### src/hdl/vdh_pkg.sv
// Package for the v-disparity histogram block: widths, codes, constants,
// controller state type and the command/status structs. No dependencies.
`timescale 1ns / 1ps
`default_nettype none

package vdh_pkg;

  localparam int MAX_ROWS_DEF = 1024;
  localparam int NUM_BINS     = 256;

  localparam int ACT_W   = 2;
  localparam int ROW_W   = 10;
  localparam int DISP_W  = 8;
  localparam int COUNT_W = 8;
  localparam int CFG_W   = 10;
  localparam int CFG_IDX_W = 1;

  typedef logic [ACT_W-1:0] action_t;
  localparam action_t ACT_CLEAR = 2'd0;
  localparam action_t ACT_COUNT = 2'd1;
  localparam action_t ACT_READ  = 2'd2;

  typedef logic [CFG_IDX_W-1:0] cfg_idx_t;
  localparam cfg_idx_t CFG_VROW   = 1'd0;
  localparam cfg_idx_t CFG_THRESH = 1'd1;

  localparam logic [ROW_W-1:0]   VROW_RESET   = 10'd0;
  localparam logic [COUNT_W-1:0] THRESH_RESET = 8'd10;
  localparam logic [COUNT_W-1:0] COUNT_MAX    = 8'd255;
  localparam logic [DISP_W-1:0]  DISP_MIN     = 8'd7;
  localparam logic [DISP_W-1:0]  DISP_MAX     = 8'd252;

  typedef enum logic [1:0] {
    ST_IDLE,
    ST_EXEC,
    ST_CLEAR
  } state_t;

  typedef struct packed {
    logic load;     // capture item, issue bin read
    logic exec;     // write back count or emit read result
    logic clr_run;  // clear sweep step
  } ctrl_cmd_t;

  typedef struct packed {
    logic clr_last; // sweep address is at the last bin
  } dp_sts_t;

endpackage

`default_nettype wire

### src/hdl/vdh_ctrl.sv
// Controller FSM of the v-disparity histogram: sequences item load,
// execute and the bin clear sweep. Depends on vdh_pkg.
`timescale 1ns / 1ps
`default_nettype none

module vdh_ctrl (
  input  wire                    clk,
  input  wire                    rst_n,
  input  wire                    start,
  input  wire vdh_pkg::action_t  in_action,
  input  wire vdh_pkg::dp_sts_t  sts,
  output vdh_pkg::ctrl_cmd_t     cmd,
  output logic                   busy
);

  vdh_pkg::state_t state_r, state_nxt;

  always_ff @(posedge clk) begin
    if (!rst_n) begin
      state_r <= vdh_pkg::ST_CLEAR;  // store is swept clear after reset
    end else begin
      state_r <= state_nxt;
    end
  end

  always_comb begin
    state_nxt   = state_r;
    cmd         = '0;
    busy        = 1'b1;
    case (state_r)
      vdh_pkg::ST_IDLE: begin
        busy = 1'b0;
        if (start) begin
          case (in_action)
            vdh_pkg::ACT_CLEAR: begin
              state_nxt = vdh_pkg::ST_CLEAR;
            end
            vdh_pkg::ACT_COUNT, vdh_pkg::ACT_READ: begin
              cmd.load  = 1'b1;
              state_nxt = vdh_pkg::ST_EXEC;
            end
            default: begin
              state_nxt = vdh_pkg::ST_IDLE;  // unused code: dropped
            end
          endcase
        end
      end
      vdh_pkg::ST_EXEC: begin
        cmd.exec  = 1'b1;
        state_nxt = vdh_pkg::ST_IDLE;
      end
      vdh_pkg::ST_CLEAR: begin
        cmd.clr_run = 1'b1;
        if (sts.clr_last) begin
          state_nxt = vdh_pkg::ST_IDLE;
        end
      end
      default: begin
        state_nxt = vdh_pkg::ST_IDLE;
      end
    endcase
  end

endmodule

`default_nettype wire

### config.mk
export PLATFORM = sky130hd
export DESIGN_NAME = vdh_ctrl
export DESIGN_NICKNAME = d
export VERILOG_FILES = /design/src/hdl/vdh_pkg.sv /design/src/hdl/vdh_ctrl.sv
export SDC_FILE = /design/constraint.sdc
export NUM_CORES = 1
export LEC_CHECK = 0
export ABC_AREA = 1
export BUFFER_PORTS_ARGS = -buffer_cell sky130_fd_sc_hd__buf_2
export CORE_AREA = 8 8 45 47
export CTS_CLUSTER_DIAMETER = 50
export DETAILED_ROUTE_END_ITERATION = 6
export DIE_AREA = 0 0 53 55
export GPL_ROUTABILITY_DRIVEN = 1
export SLEW_MARGIN = 20
export SYNTH_ARGS = -nofsm -noshare
export SYNTH_HDL_FRONTEND = slang
export SYNTH_SLANG_ARGS = --single-unit
### constraint.sdc
create_clock -name clk -period 0.8 [get_ports clk]
set_input_delay 0.16 -clock clk [delete_from_list [all_inputs] [get_ports clk]]
set_output_delay 0.16 -clock clk [all_outputs]
set_load 0.01 [all_outputs]
==> run summary <==
Async SR Flop Fraction: 0%
DR vias: 166
Clock Latency Late Sink: 0.22 ns
distinct cell type count after synthesis: 10
max FFs per register: 2
vias in the first global route: 177
Non-Filler Instances: 50
MaxCap Viol Count: 0
Hold WC Path Type: in -> reg
post-synth top area share: 32.65%
Ports: 10
register area: 42.54 µm²
Fmax: 973.2 MHz
Final nets: 43
share of layout cells above drive strength 1: 73.53%
largest register by flop count: state_r
worst vdd ir: 0.3762 mV
Core Footprint: 1384 µm²
Die Y: 55 µm
synthesis warning total: 0
root buf cell: clkbuf_4
area grow syn2layout: 115.3%
EDFF count, synth: 0
clk slew on worst S/H paths: 0.03 ns
GRT Overall Usage: 3.382%
most common cell in the netlist: nor2_1
Total Power: 0.0004298 W
clock buffer depth: 2
Initial DRC Count: 1
Main synth FF type: dfxtp_1
Worst setup EP type: output pin
first-pass GRT wire length: 627 µm
top area cells in the synthesized netlist: dfxtp_1 33%, nor2_1 12%, ha_1 10%, nor3b_2 10%, nand3_1 8.2%
Avg WL per Cell: 8.200 µm
WL final: 410 µm
Worst EP required: 0.64 ns
Post-DP Area: 207.7 µm²
Net Count, Synth: 24
Max Slew Vio Count: 0
Tmin final: 1.028 ns
sequential element share of the synthesized area: 32.65%
crit path max fanout: 3
final routed DRC violation total: 0
CTS tree: yes
final worst path period share: 128.4%
final setup fails: 6
largest net degree at the start of global routing: 4
Yosys top cell by area: dfxtp_1
arrival time worst endpoint: 0.87 ns
Die Wd: 53 µm
cts bufs inserted: 3
clock sink count: 2
FP Rows: 14
Port-buffer cells: 9
crit start category: flip-flop
cells after synthesis: 17
Max-Slew Margin vs Limit: 92.81%
final setup margin: -0.2275 ns
number of fill cells: 157
top post-synthesis cells by count: 4 x nor2_1, 2 x dfxtp_1, 2 x inv_1, 2 x inv_2, 2 x nand3_1
Fin Clk Skew: 0.002384 ns
Yosys reg bits: 2
Cell Pwr Density: 1628 nW/µm²
initial antenna violation count: 0
Final Cell Area: 264.0 µm²
GPL Wtd Cong: 0.6686
first-pass detailed-route iteration total: 3
status: finished, violations left
Post-Syn Area: 122.6 µm²
slew of the pin with the lowest slew margin: 0.1074 ns
Initial Util: 8.861%
H-tree depth: 1
final hold vios: 0
Multi-input gate area: 77.57 µm²
Diodes inserted: 0
Die Area: 2915 µm²
WS Path Type: reg -> out
Post-Place Cells: 44
failing checks: setup timing
total gr overflow: 0
DP Wirelength: 312.2 µm
Reg-to-Reg Start: state_r[0]
crit path launch: state_r[0]
RSZ-0062 raised after global routing: yes
syn_area_per_cell: 7.213 µm²
ANT nets after route: 0
HP Start: rst_n
top flop regs: state_r x2
leakage power: 0.1379 nW
vias per cell: 3.320
routing by layer:
layer,track usage (%),vias up,wire length [µm]
met4,6.466,0,0
met3,1.872,0,40
met5,0,-,0
met1,3.631,68,199
met2,3.125,8,169
li1,-,90,-
through the flow:
stage	hold WS (ns)	setup slack [ns]	util, %	TNS (ns)
detailed placement	0.3654	-0.1717	15.01	-0.2237
global placement	0.3625	-0.1682	15.01	-0.2082
CTS	0.1292	-0.2509	17.36	-0.8442
floorplan	0.2442	0.003472	-	0
global route	0.1348	-0.2629	19.08	-1.220
finish	0.1399	-0.2275	19.08	-0.9756
final timing paths:
check | to | slack, ns | cells past startpoint
max | cmd[2] | -0.23 | 4
min | state_r[1] | 0.14 | 2
max reg2reg | state_r[0] | -0.10 | 5
min reg2reg | state_r[1] | 0.55 | 3
power breakdown:
group	switching [W]	total, W	internal (W)	leakage, nW
Clock	0.0000521	0.000217	0.000165	0.0138
Sequential	0.00000469	0.000112	0.000108	0.0168
Combinational	0.0000452	0.000100	0.0000552	0.107
worst max-delay path, stage by stage, from the launching register on:
cell and delay [ns]:
dfxtp_2 0.32, inv_2 0.08, nand2_4 0.05, nor2_2 0.07
buf_2 0.13
area by class of cell:
| type | instances | share of cell area [%] |
|---|---|---|
| Multi-Input combinational cell | 11 | 29.38 |
| Sequential cell | 2 | 16.11 |
| Inverter | 4 | 5.687 |
| Clock buffer | 3 | 8.531 |
| Tap cell | 16 | 7.583 |
| Timing Repair Buffer | 14 | 32.70 |
placed cells by master, fill, tap and decap left out:
cell type and count:
nand2_4 1, nand3b_1 1, nor3b_2 1, clkbuf_4 3
ha_1 1, nand2_2 1, buf_4 4, nor2_1 3
inv_2 2, buf_2 9, inv_1 2, dfxtp_2 2
nand3_1 2, buf_6 1, nor2_2 1
kinds of logic after synthesis:
kind of cell / after synthesis / synth area share, %
fa+ha+maj: 1 / 10.20
flops: 2 / 32.65
buf+inv: 4 / 12.25
simple gates: 10 / 44.90
repair_timing:
item                                   4_1_cts  5_1_grt
endpoints found under the hold margin        0        0
setup endpoints to repair                    5        5
pin swaps                                    3        3
buffers inserted                             1        2
resized for setup                            2        2
hold buffers                                 0        0
Power figures use the tool's default switching activity.
